[src/rtl/hpma_pkg.sv]
`timescale 1ns / 1ps
// ----------------------------------------------------------------------------
// hpma_pkg: shared types and constants for the hit/plane match and align unit
// Field widths, table depth, action and mode codes, token and result structs.
// ----------------------------------------------------------------------------
package hpma_pkg;

  localparam int MAX_PLANES      = 8;
  localparam int ANGLE_FRAC_BITS = 24;

  localparam int POS_W      = 28;
  localparam int ANG_W      = 24;
  localparam int ID_W       = 8;
  localparam int SLOT_W     = 3;
  localparam int WIN_W      = 27;
  localparam int MODE_W     = 2;
  localparam int PIU_W      = 4;
  localparam int CFG_ADDR_W = 2;
  localparam int CFG_DATA_W = 27;

  localparam int Q_W    = POS_W + 1;     // shifted position, kept exact
  localparam int DIST_W = POS_W + 1;
  localparam int PROD_W = ANG_W + Q_W;
  localparam int ACC_W  = PROD_W + 2;    // two products plus rounding half
  localparam int SUM_W  = ACC_W + 2;

  localparam logic signed [ACC_W-1:0] RND_HALF =
    {{(ACC_W-1){1'b0}}, 1'b1} << (ANGLE_FRAC_BITS - 1);
  localparam logic signed [SUM_W-1:0] POS_MAX_S =
    SUM_W'({1'b0, {(POS_W-1){1'b1}}});
  localparam logic signed [SUM_W-1:0] POS_MIN_S =
    -SUM_W'({1'b1, {(POS_W-1){1'b0}}});

  localparam logic [CFG_ADDR_W-1:0] CFG_MODE   = 2'd0;
  localparam logic [CFG_ADDR_W-1:0] CFG_PLANES = 2'd1;
  localparam logic [CFG_ADDR_W-1:0] CFG_WINDOW = 2'd2;

  typedef enum logic [1:0] {
    ACT_LOAD_Z   = 2'd0,
    ACT_LOAD_OFS = 2'd1,
    ACT_LOAD_ANG = 2'd2,
    ACT_HIT      = 2'd3
  } action_e;

  typedef enum logic [MODE_W-1:0] {
    MODE_SHIFT     = 2'd0,
    MODE_ROT_SHIFT = 2'd1,
    MODE_SHIFT_ROT = 2'd2,
    MODE_NONE      = 2'd3
  } corr_mode_e;

  typedef logic signed [POS_W-1:0] pos_t;
  typedef logic signed [ANG_W-1:0] ang_t;

  // hit travelling down the cell chain, carrying the best plane so far
  typedef struct packed {
    logic              vld;
    pos_t              px;
    pos_t              py;
    pos_t              pz;
    logic              found;
    logic [DIST_W-1:0] best_dz;
    logic [ID_W-1:0]   sensor;
    logic              hc;
    pos_t              ox;
    pos_t              oy;
    pos_t              oz;
    ang_t              aa;
    ang_t              ab;
    ang_t              ag;
  } hit_tok_t;

  typedef struct packed {
    action_e         action;
    logic [ID_W-1:0] sensor;
    pos_t            px;
    pos_t            py;
    pos_t            pz;
    ang_t            aa;
    ang_t            ab;
    ang_t            ag;
  } plane_ld_t;

  typedef struct packed {
    pos_t            x;
    pos_t            y;
    pos_t            z;
    logic [ID_W-1:0] sensor;
    logic            aligned;
    logic            status;
  } hit_res_t;

  function automatic pos_t sat_pos(input logic signed [SUM_W-1:0] v);
    pos_t r;
    if (v > POS_MAX_S) begin
      r = POS_MAX_S[POS_W-1:0];
    end else if (v < POS_MIN_S) begin
      r = POS_MIN_S[POS_W-1:0];
    end else begin
      r = v[POS_W-1:0];
    end
    return r;
  endfunction

endpackage

[src/rtl/hpma_corr.sv]
`timescale 1ns / 1ps
// ----------------------------------------------------------------------------
// hpma_corr: alignment correction sequencer
// Window check, offset shift and small-angle rotation on one shared multiplier.
// ----------------------------------------------------------------------------
module hpma_corr import hpma_pkg::*; (
  input  logic             clk_i,
  input  logic             rst_ni,
  input  hit_tok_t         tok_i,
  input  corr_mode_e       mode_i,
  input  logic [WIN_W-1:0] window_i,
  output hit_res_t         res_o,
  output logic             res_vld_o,
  input  logic             res_rdy_i
);

  typedef enum logic [1:0] {S_IDLE, S_MUL, S_FIN, S_HOLD} state_e;

  state_e          state_q;
  logic [2:0]      step_q;
  pos_t            p_q [3];
  pos_t            o_q [3];
  logic signed [Q_W-1:0]    qv_q [3];
  logic signed [ACC_W-1:0]  s_q [3];
  ang_t            aa_q, ab_q, ag_q;
  logic signed [PROD_W-1:0] prod_q;
  logic            pneg_q, pv_q;
  logic [1:0]      pdst_q;
  corr_mode_e      mode_q;
  logic            pass_q, zero_q, status_q;
  logic [ID_W-1:0] sensor_q;
  hit_res_t        res_q;

  logic                     status_c, pass_c, zero_c, rot_c;
  ang_t                     ang_sel;
  logic signed [Q_W-1:0]    q_sel;
  logic                     neg_sel;
  logic [1:0]               dst_sel;
  logic signed [PROD_W-1:0] prod_c;
  logic signed [ACC_W-1:0]  sh;
  logic signed [SUM_W-1:0]  rot, sft;
  pos_t                     r_c [3];

  always_comb begin
    status_c = !tok_i.found || (tok_i.best_dz > DIST_W'(window_i));
    pass_c   = status_c || !tok_i.hc;
    zero_c   = !pass_c && mode_i == MODE_NONE;
    rot_c    = !pass_c && (mode_i == MODE_ROT_SHIFT || mode_i == MODE_SHIFT_ROT);
  end

  // product schedule: x gets g*y + b*z, y gets -g*x + a*z, z gets -b*x + a*y
  always_comb begin
    unique case (step_q)
      3'd0:    begin ang_sel = ag_q; q_sel = qv_q[1]; neg_sel = 1'b0; dst_sel = 2'd0; end
      3'd1:    begin ang_sel = ab_q; q_sel = qv_q[2]; neg_sel = 1'b0; dst_sel = 2'd0; end
      3'd2:    begin ang_sel = ag_q; q_sel = qv_q[0]; neg_sel = 1'b1; dst_sel = 2'd1; end
      3'd3:    begin ang_sel = aa_q; q_sel = qv_q[2]; neg_sel = 1'b0; dst_sel = 2'd1; end
      3'd4:    begin ang_sel = ab_q; q_sel = qv_q[0]; neg_sel = 1'b1; dst_sel = 2'd2; end
      3'd5:    begin ang_sel = aa_q; q_sel = qv_q[1]; neg_sel = 1'b0; dst_sel = 2'd2; end
      default: begin ang_sel = '0;   q_sel = '0;      neg_sel = 1'b0; dst_sel = 2'd0; end
    endcase
    prod_c = PROD_W'(ang_sel) * PROD_W'(q_sel);
  end

  always_comb begin
    for (int i = 0; i < 3; i++) begin
      sh  = (s_q[i] + RND_HALF) >>> ANGLE_FRAC_BITS;
      rot = SUM_W'(qv_q[i]) + SUM_W'(sh);
      sft = SUM_W'(p_q[i]) - SUM_W'(o_q[i]);
      priority if (pass_q) begin
        r_c[i] = p_q[i];
      end else if (zero_q) begin
        r_c[i] = '0;
      end else if (mode_q == MODE_SHIFT) begin
        r_c[i] = sat_pos(sft);
      end else if (mode_q == MODE_ROT_SHIFT) begin
        r_c[i] = sat_pos(rot - SUM_W'(o_q[i]));
      end else begin
        r_c[i] = sat_pos(rot);
      end
    end
  end

  always_ff @(posedge clk_i or negedge rst_ni) begin
    if (!rst_ni) begin
      state_q <= S_IDLE;
      step_q  <= '0;
      pv_q    <= 1'b0;
    end else begin
      unique case (state_q)
        S_IDLE: begin
          if (tok_i.vld) begin
            p_q[0]   <= tok_i.px;
            p_q[1]   <= tok_i.py;
            p_q[2]   <= tok_i.pz;
            o_q[0]   <= tok_i.ox;
            o_q[1]   <= tok_i.oy;
            o_q[2]   <= tok_i.oz;
            aa_q     <= tok_i.aa;
            ab_q     <= tok_i.ab;
            ag_q     <= tok_i.ag;
            if (mode_i == MODE_SHIFT_ROT) begin
              qv_q[0] <= Q_W'(tok_i.px) - Q_W'(tok_i.ox);
              qv_q[1] <= Q_W'(tok_i.py) - Q_W'(tok_i.oy);
              qv_q[2] <= Q_W'(tok_i.pz) - Q_W'(tok_i.oz);
            end else begin
              qv_q[0] <= Q_W'(tok_i.px);
              qv_q[1] <= Q_W'(tok_i.py);
              qv_q[2] <= Q_W'(tok_i.pz);
            end
            for (int i = 0; i < 3; i++) s_q[i] <= '0;
            mode_q   <= mode_i;
            pass_q   <= pass_c;
            zero_q   <= zero_c;
            status_q <= status_c;
            sensor_q <= tok_i.found ? tok_i.sensor : '0;
            step_q   <= '0;
            pv_q     <= 1'b0;
            state_q  <= rot_c ? S_MUL : S_FIN;
          end
        end
        S_MUL: begin
          if (pv_q) begin
            s_q[pdst_q] <= pneg_q ? s_q[pdst_q] - ACC_W'(prod_q)
                                  : s_q[pdst_q] + ACC_W'(prod_q);
          end
          if (step_q != 3'd6) begin
            prod_q <= prod_c;
            pneg_q <= neg_sel;
            pdst_q <= dst_sel;
            pv_q   <= 1'b1;
            step_q <= step_q + 3'd1;
          end else begin
            pv_q    <= 1'b0;
            state_q <= S_FIN;
          end
        end
        S_FIN: begin
          res_q.x       <= r_c[0];
          res_q.y       <= r_c[1];
          res_q.z       <= r_c[2];
          res_q.sensor  <= sensor_q;
          res_q.aligned <= !pass_q && !zero_q;
          res_q.status  <= status_q;
          state_q       <= S_HOLD;
        end
        S_HOLD: begin
          if (res_rdy_i) state_q <= S_IDLE;
        end
        default: state_q <= S_IDLE;
      endcase
    end
  end

  assign res_o     = res_q;
  assign res_vld_o = (state_q == S_HOLD);

endmodule

[config.mk]
export PLATFORM = sky130hd
export DESIGN_NAME = hpma_corr
export DESIGN_NICKNAME = d
export VERILOG_FILES = /design/src/rtl/hpma_pkg.sv /design/src/rtl/hpma_corr.sv
export SDC_FILE = /design/constraint.sdc
export NUM_CORES = 2
export LEC_CHECK = 0
export BUFFER_PORTS_ARGS = -buffer_cell sky130_fd_sc_hd__clkbuf_2
export CAP_MARGIN = 10
export CORE_ASPECT_RATIO = 0.6
export CORE_MARGIN = 1.5
export CORE_UTILIZATION = 58
export CTS_CLUSTER_SIZE = 20
export DETAILED_ROUTE_END_ITERATION = 12
export PLACE_DENSITY_LB_ADDON = 0.1
export SLEW_MARGIN = 20
export SYNTH_ARGS = -nofsm -noshare
export SYNTH_HDL_FRONTEND = slang
export SYNTH_SLANG_ARGS = --single-unit
[constraint.sdc]
create_clock -name clk_i -period 9 [get_ports clk_i]
set_clock_uncertainty 0.05 [all_clocks]
set_input_delay 1.35 -clock clk_i [delete_from_list [all_inputs] [get_ports clk_i]]
set_output_delay 1.35 -clock clk_i [all_outputs]
set_load 0.02 [all_outputs]
## Word level (Yosys, flattened, before mapping)

Memories as Yosys holds them, arrays and structs flattened. A register that Yosys moved wholly into a read port is not among the register bits.
Index checks and enable logic that the tools add are counted.
W data, S select, Z words.

| cells by class | value |
|---|---|
| $add $sub $neg | 18 |
| $mul | 1 |
| $lt $le $gt $ge | 19 |
| equal/unequal tests | 17 |
| muxes and demuxes | 67 |
| bitwise operators | 3 |
| reduce and logical (&&, ||, !) cells | 34 |

Operator list:

| kind | count |
|---|---|
| $mux W28 | 30 |
| $sub A28 B28 Y29 | 6 |
| $add A55 B25 Y55 const B | 3 |
| $mux W55 | 2 |
| $gt A33 B28 Y1 const B | 3 |
| $lt A33 B28 Y1 const B | 3 |
| $sub A32 B28 Y33 | 3 |
| $add A29 B31 Y32 | 3 |
| $gt A32 B28 Y1 const B | 3 |
| $lt A32 B28 Y1 const B | 3 |
| $gt A29 B28 Y1 const B | 3 |
| $lt A29 B28 Y1 const B | 3 |
| $mux W29 | 3 |
| $pmux W29 S3 | 1 |
| $pmux W24 S3 | 1 |
| $add A55 B53 Y55 | 1 |
| $reduce_or A55 Y1 | 1 |
| $sub A55 B53 Y55 | 1 |
| $mul A24 B29 Y53 | 1 |
| $gt A29 B27 Y1 | 1 |
| $mux W1 | 18 |
| $reduce_or A2 Y1 | 8 |
| $mux W2 | 6 |
| $reduce_and A3 Y1 | 4 |
| other kinds (22) | 48 |

| word-level totals | value |
|---|---|
| register bits after elaboration | 241 |
| bits in writable memories | 420 |
| input port bits | 312 |
| output and inout bits | 95 |
| memories | 4 |

Memories:

| memory | words | width | rd ports | clocked after Yosys merged registers in | wr ports | line | source |
|---|---|---|---|---|---|---|---|
| s_q | 3 | 55 | 4 | 1 | 3 | hpma_corr.sv:24 | `logic signed [ACC_W-1:0] s_q [3];` |
| qv_q | 3 | 29 | 3 | 0 | 3 | hpma_corr.sv:23 | `logic signed [Q_W-1:0] qv_q [3];` |
| o_q | 3 | 28 | 3 | 0 | 3 | hpma_corr.sv:22 | `pos_t o_q [3];` |
| p_q | 3 | 28 | 3 | 0 | 3 | hpma_corr.sv:21 | `pos_t p_q [3];` |

## Depth between registers and ports, before layout

| logic depth | value |
|---|---|
| depth after elaboration | 10 |
| mapped depth | 37 |
| gate-level depth less buffers | 34 |

## Least setup slack after synthesis

No wires, ideal clock.

| timing path | value |
|---|---|
| kind | reg2reg |
| start point | register step_q[0] |
| end point | register prod_q[51] (data pin) |
| library setup time | 265 ps |
| data arrival time | 8566 ps |
| data required time | 8685 ps |
| setup slack | 119 ps |
| cell stages (with the launch flop) | 36 |
| path buffers | 3 |
| clock period less this slack | 8881 ps |
| cells stage by stage | dfrtp_1 > inv_1 > ha_1 > inv_1 > o21ai_0 > clkbuf_1 > clkbuf_1 > a22oi_1 > nand2_1 > clkbuf_1 > nand2_1 > fa_1 > inv_1 > fa_1 > inv_1 > fa_1 > fa_1 > fa_1 > inv_1 > fa_1 > inv_1 > fa_1 > inv_1 > ha_1 > a21o_1 > a221o_1 > a21oi_1 > nand2_1 > o21a_1 > a32oi_1 > o21ai_0 > a211o_1 > or3_1 > a31oi_1 > o21ai_0 > xor2_1 |

| between the ends | value |
|---|---|
| longest elaborated chain between the ends | 4 |
| elaborated cells on any way between the ends | 15 |
| classes of those cells | 1 x mul; 5 x eq/ne; 2 x mux; 7 x reduce/logical |

RTL lines:

| item | line | source |
|---|---|---|
| start, declared | hpma_corr.sv:20 | `logic [2:0] step_q;` |
| start signal, assigned | hpma_corr.sv:132 | `step_q <= step_q + 3'd1;` |
| $eq A3 B3 Y1 (tied with other cells) | hpma_corr.sv:53 | `unique case (step_q)` |
| $reduce_or A2 Y1 (no source line) | -- |  |
| $pmux W24 S3 / $pmux W29 S3 (equally long branches) | hpma_corr.sv:53 |  |
| $mul A24 B29 Y53 * | hpma_corr.sv:62 | `prod_c = PROD_W'(ang_sel) * PROD_W'(q_sel);` |
| named net prod_c[51] | hpma_corr.sv:39 | `logic signed [PROD_W-1:0] prod_c;` |
| end signal, assigned | hpma_corr.sv:128 | `prod_q <= prod_c;` |
| end, declared | hpma_corr.sv:26 | `logic signed [PROD_W-1:0] prod_q;` |

Mark *: on every way through the listed nets, which the timed path passes. The rest lies on a longest branch.
A chain may end at the register's enable or synchronous reset.

## Worst setup path in the final report

Ends and elaborated chain as after synthesis.

==> impl_metrics.json <==
{
  "max_freq_mhz": 112.7,
  "core_area_um2": 132400,
  "gp_congestion": 1.036,
  "ys_warn_count": 0,
  "antenna_left": 0,
  "ios": 407,
  "reg2reg_slack_ns": 0.12,
  "track_usage": 0.3865,
  "die_w_um": 475.9,
  "crit_arrival_ns": 9.26,
  "cpMostUsedCell": "fa_1",
  "start_util": 0.5881,
  "path_depth": 35,
  "worstSkewPairLatency_ns": 0.72,
  "fillers": 10750,
  "holdPathStages": 0,
  "area_growth_pct": 12.39,
  "synth_cell_types": 99,
  "cts_tree": "yes",
  "worstHoldPathType": "reg2reg",
  "layout_commonest_cell": "inv_1",
  "grt_max_degree": 73,
  "vias_per_cell": 6.161,
  "hold_path_startpoint": "sensor_q[7]$_SDFFCE_PN0P_",
  "cp-start-kind": "flip-flop",
  "hold_viol": 0,
  "path_delay_family": "adder cells",
  "layout_common_cells": "inv_1 (1142), nand2_1 (880), nor2_1 (788)",
  "cts_buffer_depth": 3,
  "synth_seq_cells": 718,
  "cts.sinks": 718,
  "finalMaxSlewViolations": 0,
  "synth_edf_count": 710,
  "worst-r2r-cell-count": 35,
  "numCtsBuffers": 77,
  "drv_cap": 0,
  "drive_gt1_frac": 0.1282,
  "syn_area_um2": 77830,
  "hold-path-endpoint": "res_o[9]$_DFFE_PP_",
  "num_vias": 66200,
  "tightest_slew_ns": 1.153,
  "drt_wl_total_um": 267700,
  "clkSlewWorstSetupHoldPaths_ns": 0.07,
  "ys_seq_area_frac": 0.2764,
  "antenna_found_initial": 16,
  "drtPass1Iterations": 6,
  "cp-startpoint": "step_q[0]$_DFFE_PN0P_",
  "placementRows": 103,
  "setup_ws_ns": 0.1234,
  "drc": 0,
  "grt-ovfl-total": 0,
  "synthCells": 8371,
  "async_flop_share": 0.008357,
  "h-tree-depth": 3,
  "cp_max_fo": 7,
  "synth_nets": 10010,
  "port_buffers": 406,
  "maxSlewHeadroom": 0.2312,
  "pre_cts_ws_ns": -0.1646,
  "crit_required_ns": 9.38,
  "max_stage_delay_ns": 0.59,
  "drt_iter0_drc": 8296,
  "regToRegEndpoint": "prod_q[51]$_DFFE_PP_",
  "hpwl_um": 219900,
  "cts-root-buf": "clkbuf_16",
  "setup_viol": 0,
  "syn_avg_cell_area_um2": 9.298,
  "fin_crit_sh": 0.9863,
  "critical_path_buf_inv_count": 10,
  "cts_hold_buf": 0,
  "cpMaxStageDelayCell": "fa_1",
  "die_y_um": 286.8,
  "synth_ff_type": "edfxtp_1",
  "path_class": "reg2reg",
  "reg2reg_from": "step_q[0]$_DFFE_PN0P_",
  "grt_pass1_wl_um": 392100,
  "multi_input_area_um2": 51480,
  "min_period_ns": 8.877,
  "critPathCaptureType": "flip-flop",
  "wl_per_cell_um": 24.92,
  "grt_pass1_vias": 61620,
  "dieArea_um2": 136500,
  "seq_area_um2": 21520,
  "nets": 10530,
  "status": "complete, no violations"
}
-- worst max path at each step --
stage,end,slack [ns]
floorplan,prod_q[51]$_DFFE_PP_,0.12
global placement,prod_q[49]$_DFFE_PP_,0.009
detailed placement,prod_q[49]$_DFFE_PP_,-0.16
CTS,prod_q[51]$_DFFE_PP_,0.005
global route,prod_q[51]$_DFFE_PP_,-0.08
finish,prod_q[51]$_DFFE_PP_,0.12
-- layer usage --
layer  global-route usage  vias up  wire [um]
met4               0.1028        8       7768
met5             0.006248        -        161
li1                     -    29560          -
met3               0.1431      364      41420
met1               0.6037    32410     117400
met2               0.4920     3860     101000
-- sequential cells by signal, summed over array words and instances, names as in the netlist, 2 cells and up, named ones only --
| signal | flops |
|---|---|
| s_q | 220 |
| prod_q | 53 |
| ag_q | 24 |
| aa_q | 24 |
| pdst_q | 2 |
| p_q | 84 |
| mode_q | 2 |
| ab_q | 24 |
| step_q | 3 |
| qv_q | 87 |
| sensor_q | 8 |
| res_o | 94 |
| state_q | 2 |
| o_q | 84 |
-- cells by family (layout without fill, tap and decap cells) --
kind of cell	after synthesis	in the layout	share of synthesized area
buffers and inverters	1459	2037	0.07083
flip-flops	718	718	0.2764
other	0	12	0
AND/OR/NAND/NOR	2428	2428	0.1384
adder cells (fa/ha/maj)	1327	1327	0.2837
multiplexers	70	70	0.01792
XOR/XNOR	527	527	0.05930
AO/OA/AOI/OAI	1842	1842	0.1535
-- worst reg2reg max path: cells and delay by family, from the launching register on --
family / cells / cell delay (ns)
adders and majority gates: 9 / 3.92
AOI/OAI and AO/OA: 10 / 2.34
buffers and inverters: 10 / 1.01
and+or+nand+nor: 5 / 0.69
DFF: 1 / 0.44
xor gates and xnor gates: 1 / 0.16
-- through the flow --
stage	hold slack, ns	instances	TNS, ns	cell area [um^2]	utilization
floorplan	0.3503	8371	0	77830	-
global placement	0.3554	10560	0	83660	0.6321
detailed placement	0.3554	10560	-0.4447	83660	0.6321
CTS	0.3700	10700	0	86350	0.6524
global route	0.3714	10740	-0.3872	87470	0.6609
finish	0.3689	10750	0	87480	0.6609
-- layout make-up --
type	instances	area share
sequential	718	0.2460
tap	1785	0.02553
multi-input combinational	6194	0.5885
timing repair buffer	740	0.05940
inverter	1161	0.04999
antenna	12	0.0003433
clock buffer	85	0.02273
clock inverter	51	0.007509
-- synth_stat cells, types with 134 or more instances --
master	number	area, um^2
inv_1	1160	4354
nand2_1	913	3427
nor2_1	804	3018
fa_1	730	14610
edfxtp_1	710	21320
a21oi_1	598	2993
ha_1	597	7470
xnor2_1	365	3197
o21ai_0	333	1667
clkbuf_1	260	975.9
a21o_1	227	1704
xor2_1	162	1419
nand2b_1	134	838.3
-- timing repair --
action / in CTS / in global routing
endpoints found under the setup margin: 8 / 13
pin swaps: 1 / 62
buffers inserted: 0 / 32
cloned: 0 / 6
hold endpoints to repair: 0 / 0
resized for setup: 12 / 191
Power is left out: the tool's default activity adds up to more than one toggle a clock period on the data nets, which glitch-free logic cannot reach.
