`src/rtl/hpma_pkg.sv`:
```
`timescale 1ns / 1ps
// ----------------------------------------------------------------------------
// hpma_pkg: shared types and constants for the hit/plane match and align unit
// Field widths, table depth, action and mode codes, token and result structs.
// ----------------------------------------------------------------------------
package hpma_pkg;

  localparam int MAX_PLANES      = 8;
  localparam int ANGLE_FRAC_BITS = 24;

  localparam int POS_W      = 28;
  localparam int ANG_W      = 24;
  localparam int ID_W       = 8;
  localparam int SLOT_W     = 3;
  localparam int WIN_W      = 27;
  localparam int MODE_W     = 2;
  localparam int PIU_W      = 4;
  localparam int CFG_ADDR_W = 2;
  localparam int CFG_DATA_W = 27;

  localparam int Q_W    = POS_W + 1;     // shifted position, kept exact
  localparam int DIST_W = POS_W + 1;
  localparam int PROD_W = ANG_W + Q_W;
  localparam int ACC_W  = PROD_W + 2;    // two products plus rounding half
  localparam int SUM_W  = ACC_W + 2;

  localparam logic signed [ACC_W-1:0] RND_HALF =
    {{(ACC_W-1){1'b0}}, 1'b1} << (ANGLE_FRAC_BITS - 1);
  localparam logic signed [SUM_W-1:0] POS_MAX_S =
    SUM_W'({1'b0, {(POS_W-1){1'b1}}});
  localparam logic signed [SUM_W-1:0] POS_MIN_S =
    -SUM_W'({1'b1, {(POS_W-1){1'b0}}});

  localparam logic [CFG_ADDR_W-1:0] CFG_MODE   = 2'd0;
  localparam logic [CFG_ADDR_W-1:0] CFG_PLANES = 2'd1;
  localparam logic [CFG_ADDR_W-1:0] CFG_WINDOW = 2'd2;

  typedef enum logic [1:0] {
    ACT_LOAD_Z   = 2'd0,
    ACT_LOAD_OFS = 2'd1,
    ACT_LOAD_ANG = 2'd2,
    ACT_HIT      = 2'd3
  } action_e;

  typedef enum logic [MODE_W-1:0] {
    MODE_SHIFT     = 2'd0,
    MODE_ROT_SHIFT = 2'd1,
    MODE_SHIFT_ROT = 2'd2,
    MODE_NONE      = 2'd3
  } corr_mode_e;

  typedef logic signed [POS_W-1:0] pos_t;
  typedef logic signed [ANG_W-1:0] ang_t;

  // hit travelling down the cell chain, carrying the best plane so far
  typedef struct packed {
    logic              vld;
    pos_t              px;
    pos_t              py;
    pos_t              pz;
    logic              found;
    logic [DIST_W-1:0] best_dz;
    logic [ID_W-1:0]   sensor;
    logic              hc;
    pos_t              ox;
    pos_t              oy;
    pos_t              oz;
    ang_t              aa;
    ang_t              ab;
    ang_t              ag;
  } hit_tok_t;

  typedef struct packed {
    action_e         action;
    logic [ID_W-1:0] sensor;
    pos_t            px;
    pos_t            py;
    pos_t            pz;
    ang_t            aa;
    ang_t            ab;
    ang_t            ag;
  } plane_ld_t;

  typedef struct packed {
    pos_t            x;
    pos_t            y;
    pos_t            z;
    logic [ID_W-1:0] sensor;
    logic            aligned;
    logic            status;
  } hit_res_t;

  function automatic pos_t sat_pos(input logic signed [SUM_W-1:0] v);
    pos_t r;
    if (v > POS_MAX_S) begin
      r = POS_MAX_S[POS_W-1:0];
    end else if (v < POS_MIN_S) begin
      r = POS_MIN_S[POS_W-1:0];
    end else begin
      r = v[POS_W-1:0];
    end
    return r;
  endfunction

endpackage

```
`src/rtl/hpma_cell.sv`:
```
`timescale 1ns / 1ps
// ----------------------------------------------------------------------------
// hpma_cell: one plane slot of the search chain
// Holds a slot's constants; compares the passing hit against its plane z.
// ----------------------------------------------------------------------------
module hpma_cell import hpma_pkg::*; (
  input  logic      clk_i,
  input  logic      rst_ni,
  input  logic      we_i,
  input  plane_ld_t ld_i,
  input  logic      en_i,
  input  hit_tok_t  tok_i,
  output hit_tok_t  tok_o
);

  pos_t            z_q, ox_q, oy_q, oz_q;
  ang_t            aa_q, ab_q, ag_q;
  logic [ID_W-1:0] id_q;
  logic            hc_q;
  hit_tok_t        tok_q, tok_d;

  logic signed [DIST_W-1:0] dz;
  logic [DIST_W-1:0]        dz_abs;
  logic                     take;

  always_ff @(posedge clk_i) begin
    if (we_i) begin
      unique case (ld_i.action)
        ACT_LOAD_Z: begin
          id_q <= ld_i.sensor;
          z_q  <= ld_i.pz;
        end
        ACT_LOAD_OFS: begin
          ox_q <= ld_i.px;
          oy_q <= ld_i.py;
          oz_q <= ld_i.pz;
        end
        ACT_LOAD_ANG: begin
          aa_q <= ld_i.aa;
          ab_q <= ld_i.ab;
          ag_q <= ld_i.ag;
        end
        default: ;
      endcase
    end
  end

  always_ff @(posedge clk_i or negedge rst_ni) begin
    if (!rst_ni) begin
      hc_q <= 1'b0;
    end else if (we_i && ld_i.action == ACT_LOAD_OFS) begin
      hc_q <= 1'b1;
    end
  end

  always_comb begin
    dz     = DIST_W'(tok_i.pz) - DIST_W'(z_q);
    dz_abs = dz[DIST_W-1] ? DIST_W'(-dz) : DIST_W'(dz);
    take   = en_i && (!tok_i.found || dz_abs < tok_i.best_dz);
    tok_d  = tok_i;
    if (take) begin
      tok_d.found   = 1'b1;
      tok_d.best_dz = dz_abs;
      tok_d.sensor  = id_q;
      tok_d.hc      = hc_q;
      tok_d.ox      = ox_q;
      tok_d.oy      = oy_q;
      tok_d.oz      = oz_q;
      tok_d.aa      = aa_q;
      tok_d.ab      = ab_q;
      tok_d.ag      = ag_q;
    end
  end

  always_ff @(posedge clk_i or negedge rst_ni) begin
    if (!rst_ni) begin
      tok_q <= '0;
    end else begin
      tok_q <= tok_d;
    end
  end

  assign tok_o = tok_q;

endmodule

```
`config.mk`:
```
export PLATFORM = sky130hd
export DESIGN_NAME = hpma_cell
export DESIGN_NICKNAME = d
export VERILOG_FILES = /design/src/rtl/hpma_pkg.sv /design/src/rtl/hpma_cell.sv
export SDC_FILE = /design/constraint.sdc
export NUM_CORES = 1
export LEC_CHECK = 0
export ABC_AREA = 1
export ABC_CLOCK_PERIOD_IN_PS = 5300
export BUFFER_PORTS_ARGS = -buffer_cell sky130_fd_sc_hd__buf_2
export CAP_MARGIN = 10
export CORE_AREA = 4 4 283 285
export DETAILED_ROUTE_END_ITERATION = 6
export DIE_AREA = 0 0 287 289
export GPL_TIMING_DRIVEN = 0
export PLACE_DENSITY_LB_ADDON = 0.08
export SLEW_MARGIN = 20
export SYNTH_ARGS = -nofsm -noshare
export SYNTH_HDL_FRONTEND = slang
export SYNTH_SLANG_ARGS = --single-unit
export TNS_END_PERCENT = 20
```
`constraint.sdc`:
```
create_clock -name clk_i -period 5.3 [get_ports clk_i]
set_input_delay 0.265 -clock clk_i [delete_from_list [all_inputs] [get_ports clk_i]]
set_output_delay 0.265 -clock clk_i [all_outputs]
set_load 0.03 [all_outputs]
```
== Word level (Yosys, flattened, before mapping) ==
Cells that the tools add are included.

* Bits of input ports: 450
* Bits in registers: 473
* Output and inout bits: 280

* Equal/unequal tests: 2
* Muxes and demuxes: 2
* Add/sub/neg operators: 2
* $lt $le $gt $ge: 1
* Reductions and logical operators: 8

{| class="wikitable"
|+ Operators by type and width
! cell !! number
|-
| $mux W195 || 1
|-
| $lt A29 B29 Y1 || 1
|-
| $mux W29 || 1
|-
| $neg A29 Y29 || 1
|-
| $sub A28 B28 Y29 || 1
|-
| $reduce_and A2 Y1 || 3
|-
| $eq A2 B1 Y1 const B || 1
|-
| $eq A2 B2 Y1 const B || 1
|-
| $logic_and A1 B1 Y1 || 2
|-
| $logic_not A2 Y1 || 1
|-
| $logic_not A1 Y1 || 1
|-
| $logic_or A1 B1 Y1 || 1
|}

== Depth between registers and ports, before layout ==
Gate-level depths: netlist of run 1.

* Word-level depth: 7
* Depth in mapped cells: 33
* Gate-level depth less buffers: 31

== Least setup slack after synthesis of run 1 ==
Ideal clock, no wire load.

* Path type: input to register
* From: in ld_i[164] (netlist name)
* To: reg aa_q[0], enable pin
* Setup slack: -567 ps
* Arrival: 5276 ps
* Buffers on the path: 0
* Stages on the path: 1
* Required time: 4708 ps
* Cell sequence: nor3_1

* Cells in the longest elaborated chain, start to end: 2

{| class="wikitable"
|+ RTL lines
! what !! line !! text
|-
| start, declared || hpma_cell.sv:10 || <nowiki>input plane_ld_t ld_i,</nowiki>
|-
| $eq A2 B2 Y1 || hpma_cell.sv:28 || <nowiki>unique case (ld_i.action)</nowiki>
|-
| $reduce_and A2 Y1 (no source line) || n/a ||
|-
| end signal, assigned || hpma_cell.sv:39 || <nowiki>aa_q <= ld_i.aa;</nowiki>
|-
| end, declared || hpma_cell.sv:17 || <nowiki>ang_t aa_q, ab_q, ag_q;</nowiki>
|}

No other way between the ends.
A chain may end at the register's enable or synchronous reset.

==> metrics.md, run 1 <==
| Metric | Value |
|---|---|
| Outcome | `finished, final reports clean` |
| Seq/Total Area, Yosys | `66.48%` |
| Layout area overhead | `61.12%` |
| # rows | `102` |
| FF-to-FF path depth | `28` |
| Tot GR Track Use | `17.47%` |
| Cells after Synth | `1899` |
| Critical path capture point type | `flop` |
| Initial detailed-routing violation count | `663` |
| Crit path kind | `flop to flop` |
| RSZ-0062 raised after global routing | `true` |
| Share of layout cells above drive strength 1 | `29.70%` |
| Pwr dens | `336.8 mW/mm^2` |
| Met3 usage | `3.706%` |
| Slew Viols, Final | `0` |
| Via count | `17300` |
| Relative slew slack | `61.80%` |
| Leading post-synthesis cells by cell area | `dfrtp_1 37%, edfxtp_1 30%, nand2_1 16%, inv_1 3.8%, ha_1 3.7%` |
| Crit path from | `z_q[0]` |
| # setup viols final | `0` |
| Worst Path Arrival | `5.47 ns` |
| R2R Setup Slk | `0.34 ns` |
| Post-Layout Cell Count | `4247` |
| Hold Crit Class | `input pin to flop` |
| Final period utilization | `93.65%` |
| Grt met2 use | `32.31%` |
| Crit path capture | `tok_o[55]` |
| 1st-pass router iterations | `7` |
| Pleak | `15.52 nW` |
| Final RePlAce weighted congestion | `0.8262` |
| Startpoint types | `flop` |
| Placed insts | `3682` |
| Number of global-route vias before repair | `18810` |
| Clock transition at path regs | `0.06 ns` |
| Maximum buffer depth of the clock tree | `3` |
| Die H | `289 um` |
| Via density | `4.073` |
| Largest net degree at the start of global routing | `94` |
| Worst-Margin Slew | `0.5699 ns` |
| CTS H-tree depth | `2` |
| Final hold vios | `0` |
| # clock sinks | `473` |
| Distinct cell type count of the synthesized netlist | `43` |
| Clock Skew | `0.04190 ns` |
| Max FO, Critical Path | `10` |
| Largest stage delay, worst path | `0.53 ns` |
| Required @ worst endpoint | `5.80 ns` |
| Leading area contributor after synthesis | `dfrtp_1` |
| WHS | `0.06256 ns` |
| Routed len/inst | `17.78 um` |
| Starting Density | `24.89%` |
| Placed Area | `0.02445 sq mm` |
| IO Pins | `730` |
| Final WL | `75530 um` |
| Slowest-stage cell, CP | `edfxtp_1` |
| Synth Cell Area | `0.01925 sq mm` |
| Syn_area_per_cell | `10.14 sq um` |
| Drt drc | `0` |
| Detailed placer's ending HPWL | `58680 um` |
| Clock root buffer | `clkbuf_16` |
| Mapped Nets | `2407` |
| # port buffers | `729` |
| Peak supply drop | `0.2738 mV` |
| CTS tree | `built` |
| Core footprint | `0.07734 sq mm` |
| Die ar. | `0.08294 sq mm` |
| Peak Freq | `201.5 MHz` |
| Max Cap Violations | `0` |
| Antenna violations before repair | `6` |
| Busiest layer in global routing | `met2` |
| Die X | `287 um` |
| Detail Route Antenna Nets | `0` |
| Fin crit period | `4.964 ns` |
| R2R Path Start | `z_q[0]` |
| First-pass GRT wire length | `111300 um` |
| Final instance area | `0.03101 sq mm` |
| CTS Buf Count | `57` |
| RR Endpoint | `tok_o[55]` |
| Worst hold start | `ld_i[165]` |
| Ys Warns | `0` |
| Nets@finish | `3661` |
| Post-synthesis register bit count | `473` |
| GRT met1 Usage | `19.75%` |
| Share of the synthesized area in the top cell type | `36.53%` |
| Grt ovf | `0` |
| Worst skew pair latency | `0.62 ns` |
cell usage after synthesis (all sizes together):
cell type and instances:
nand2 844, dfrtp 281, inv 206, edfxtp 192, nand3 75, nor2 65, ha 57, a21oi 36
clkbuf 32, o21ai 32, nand4 19, xor2 16, buf 13, nor3 8, and2 5, o21bai 4
o211ai 3, nand3b 2, nor4 2, or2 2, a21boi 1, fa 1, o21a 1, o221ai 1
o31ai 1
worst max-delay path: cells and delay by family, from the launching register on:
| kind | cells | cell delay (ns) |
|---|---|---|
| and+or+nand+nor | 11 | 1.30 |
| buffers and inverters | 7 | 0.94 |
| AOI/OAI and AO/OA | 6 | 0.93 |
| adders and majority gates | 3 | 0.89 |
| DFF | 1 | 0.53 |
| xor gates and xnor gates | 1 | 0.26 |
placed cells by master (no fill, tap or decap), types with 6 or more instances in the layout:
master and count:
buf_8 8, inv_1 195, a21oi_1 34, dlygate4sd3_1 447, ha_1 56, nand3_2 6, xor2_1 15, nand4_1 18
nand2_2 19, clkbuf_8 12, o21ai_1 10, clkbuf_4 15, buf_4 13, nand3_1 69, clkbuf_16 59, nor2_1 56
clkbuf_1 10, inv_2 10, clkbuf_2 8, nand2_1 822, clkinv_2 11, dfrtp_1 281, buf_2 741, o21ai_0 21
edfxtp_1 192
state kept, by name (all words and copies together), names as in the netlist:
register	count
aa_q	24
ab_q	24
ag_q	24
hc_q	1
id_q	8
ox_q	28
oy_q	28
oz_q	28
tok_o	280
z_q	28
per-layer routing:
layer / wire [um] / vias to the layer above / share of wire [%]
met2: 39720 / 465 / 53
met1: 28780 / 8192 / 38
li1: - / 8515 / -
met3: 4241 / 125 / 5.6
met5: 13 / - / 0.017
met4: 2772 / 2 / 3.7
stage by stage:
step | util [%] | TNS (ns) | power (mW) | setup WS [ns]
after floorplan | - | 0 | 5.503 | 1.259
after global placement | 31.30 | -685.44 | 6.364 | -1.822
after detailed placement | 31.62 | -112.62 | 6.387 | -0.8410
after CTS | 39.95 | -0.001961 | 10.62 | -0.001961
after global routing | 40.09 | -0.3032 | 11.00 | -0.02364
final | 40.10 | 0 | 10.45 | 0.3363
kinds of logic after synthesis:
logic type | count (synthesis) | synth area share [%]
simple gates | 1022 | 21.61
buf+inv | 251 | 5.050
xor+xnor | 16 | 0.7670
compound gates | 79 | 2.281
fa+ha+maj | 58 | 3.809
flops | 473 | 66.48
worst min-delay path by stage:
stage,endpoint,cells after the start,slack (ns)
floorplan,hc_q,0,-0.03
global placement,tok_o[239],1,0.37
detailed placement,tok_o[53],1,0.19
CTS,z_q[2],2,0.007
global route,z_q[2],2,0.02
finish,z_q[2],2,0.06
timing repair:
item	4_1_cts	5_1_grt
hold buffers	447	0
gates resized for setup	43	57
endpoints found under the setup margin	194	194
setup buffers	2	3
pin swaps	1	5
hold endpoints to repair	649	0
layout make-up:
| cell class | instances | area, sq um |
|---|---|---|
| inverters | 206 | 778.2 |
| multi-input cells | 1175 | 5545 |
| plain buffers | 45 | 319.1 |
| well taps | 1040 | 1301 |
| diodes | 5 | 12.51 |
| repair buffers | 1195 | 8389 |
| clock inverters | 27 | 192.7 |
| fillers | 7851 | 46320 |
| clock buffers | 81 | 1679 |
| flip-flops and latches | 473 | 12800 |
report_power, final:
part	internal, mW	switching (mW)	leakage (nW)
clock network	2.22	1.63	0.916
logic	0.851	1.54	9.51
registers	4.12	0.0808	5.10
Power figures use the tool's default switching activity.
==> run 2, diff against run 1 <==
- CORE_AREA: 4 4 283 285 -> 4 4 280 282
- DIE_AREA: 0 0 287 289 -> 0 0 284 286
==> metrics.md, run 2 (synthesis gave the netlist of run 1 again) <==
| Metric | Value |
|---|---|
| Footprint of the multi-input gates | `0.005540 sq mm (about the same)` |
| Clock transition at path regs | `0.06 ns (about the same)` |
| Nets@finish | `3662 (+0.027%)` |
| Number of global-route vias before repair | `18710 (-0.56%)` |
| Grt ovf | `0 (unchanged)` |
| Antenna violations before repair | `4 (-2)` |
| Detail Route Antenna Nets | `0 (unchanged)` |
| Maximum buffer depth of the clock tree | `3 (unchanged)` |
| FF/Latch Area | `0.01280 sq mm (unchanged)` |
| Worst skew pair latency | `0.63 ns (about the same)` |
| Max FFs per register | `280 (unchanged)` |
| Worst-Margin Slew | `0.5449 ns (-0.02492 ns)` |
| Startpoint types | `flop` |
| Top Family by Delay on Critical Path | `simple AND/OR/NAND/NOR gates` |
| Slowest-stage cell, CP | `edfxtp_1` |
| Starting Density | `25.43% (+0.54 points)` |
| Share of layout cells above drive strength 1 | `29.55% (-0.15 points)` |
| Slew Viols, Final | `0 (unchanged)` |
| FF-to-FF path depth | `30 (+7.1%)` |
| CTS Buf Count | `55 (-3.5%)` |
| # rows | `101 (-0.98%)` |
| Largest net degree at the start of global routing | `90 (-4.3%)` |
| Most used cell, CP | `nand2_1` |
| Tot Pwr | `10.39 mW (-0.55%)` |
| Util after Layout | `40.83% (+0.72 points)` |
| Peak supply drop | `0.2670 mV (-2.5%)` |
| Largest stage delay, worst path | `0.52 ns (about the same)` |
| Hold Crit Class | `input pin to flop` |
| Routed len/inst | `17.93 um (+0.82%)` |
| # setup viols final | `0 (unchanged)` |
| Most common cell after layout, fill and taps aside | `nand2_1` |
| Required @ worst endpoint | `5.85 ns (+0.05 ns)` |
| Fillers | `7569 (-3.6%)` |
| Die ar. | `0.08122 sq mm (-2.1%)` |
| Clock Skew | `0.06119 ns (+0.01930 ns)` |
| CP Depth | `30 (+7.1%)` |
| Layout area overhead | `60.54%` |
| Max Cap Violations | `0 (unchanged)` |
| # clock sinks | `473 (unchanged)` |
| Outcome | `finished, final reports clean` |
| CTS H-tree depth | `2 (unchanged)` |
| Die H | `286 um (-1.0%)` |
| Max FO, Critical Path | `10 (unchanged)` |
| IO Pins | `730 (unchanged)` |
| Final hold vios | `0 (unchanged)` |
| Core footprint | `0.07570 sq mm (-2.1%)` |
| Relative slew slack | `63.67% (+1.9 points)` |
| Final period utilization | `94.79% (+1.1 points)` |
| Clock root buffer | `clkbuf_16` |
| Worst Path Arrival | `5.58 ns (+0.11 ns)` |
| Via count | `17250 (-0.30%)` |
| Via density | `4.124 (+1.2%)` |
| Pwr dens | `336.1 mW/mm^2 (-0.19%)` |
| Placed insts | `3622 (-1.6%)` |
| Pleak | `15.51 nW (about the same)` |
| Post-Layout Cell Count | `4182 (-1.5%)` |
| Worst Hold Depth | `3 (+1)` |
| Die X | `284 um (-1.0%)` |
| # port buffers | `729 (unchanged)` |
| 1st-pass router iterations | `7 (unchanged)` |
| Tot GR Track Use | `17.92% (+0.45 points)` |
| Crit path buffers/inverters | `9 (+2)` |
| Detailed placer's ending HPWL | `58510 um (-0.28%)` |
| Peak Freq | `199.0 MHz (-1.2%)` |
| CTS tree | `built` |
| Commonest non-fill, non-tap cells in the layout | `822 x nand2_1, 737 x buf_2, 448 x dlygate4sd3_1, 281 x dfrtp_1, 195 x inv_1` |
| Critical path capture point type | `flop` |
| Initial detailed-routing violation count | `689 (+3.9%)` |
| Crit path kind | `flop to flop` |
| RSZ-0062 raised after global routing | `true` |
| Drt drc | `0 (unchanged)` |
| Final WL | `74980 um (-0.72%)` |
| First-pass GRT wire length | `111900 um (+0.61%)` |
| Final RePlAce weighted congestion | `0.8567 (+3.7%)` |
| Fin crit period | `5.024 ns (+0.06022 ns)` |
## run 2: cell count changes in the layout (fill, tap and decap cells not counted), moves of 3 or more
cell	previous run	this run
clkbuf_1	10	13
buf_2	741	737
clkbuf_16	59	55
buf_4	13	19
clkbuf_2	8	13
clkbuf_4	15	7
## run 2: final cells by class
cell class	instances	share of cell area, %
flip-flops and latches	473	41.41
repair buffers	1198	27.32
multi-input cells	1175	17.93
clock buffers	79	5.134
well taps	978	3.960
inverters	206	2.518
plain buffers	45	0.9636
clock inverters	25	0.7450
diodes	3	0.02429
## run 2: worst min-delay path, cell delays in order
cell     delay, ns
buf_2         0.10
nand3_1       0.17
nand2_1       0.08
## run 2: stage by stage
stage | area [sq um] | setup TNS, ns | hold slack [ns] | setup slack [ns]
detailed placement | 24420 | -90.27 | 0.1570 | -0.7835
global route | 30900 | -3.978 | 0.05971 | -0.07926
global placement | 24130 | -689.25 | 0.3725 | -1.879
finish | 30900 | 0 | 0.05957 | 0.2761
floorplan | 19250 | 0 | -0.03059 | 1.259
CTS | 30790 | -0.0009139 | 0.02024 | -0.0009139
## run 2: per-layer routing
metal,track usage [%],vias to the layer above,wire length (um)
met5,0,-,0
met4,5.430,0,2265
met3,3.618,111,3847
met2,33.64,439,39800
met1,20.49,8182,29070
li1,-,8515,-
## run 2: report_power, final
group / internal [mW] / switching [mW]
Clock: 2.19 / 1.60
Combinational: 0.858 / 1.54
Sequential: 4.12 / 0.0788
## run 2: path summary, 6_finish.rpt
path / startpoint / end / slack, ns
max: z_q[0] / tok_o[109] / 0.28
min: we_i / hc_q / 0.06
max reg2reg: z_q[0] / tok_o[109] / 0.28
min reg2reg: ag_q[17] / tok_o[17] / 0.44
max in group asynchronous: rst_ni / tok_o[133] / 3.95
min in group asynchronous: rst_ni / tok_o[224] / 0.12
## run 2: repair_timing
| action | 4_1_cts | 5_1_grt |
|---|---|---|
| setup buffers | 1 | 4 |
| hold buffers | 448 | 0 |
| endpoints found under the hold margin | 682 | 0 |
| gates resized for setup | 36 | 62 |
| setup endpoints to repair | 193 | 194 |
| pin swaps | 1 | 4 |
| cloned | 0 | 0 |
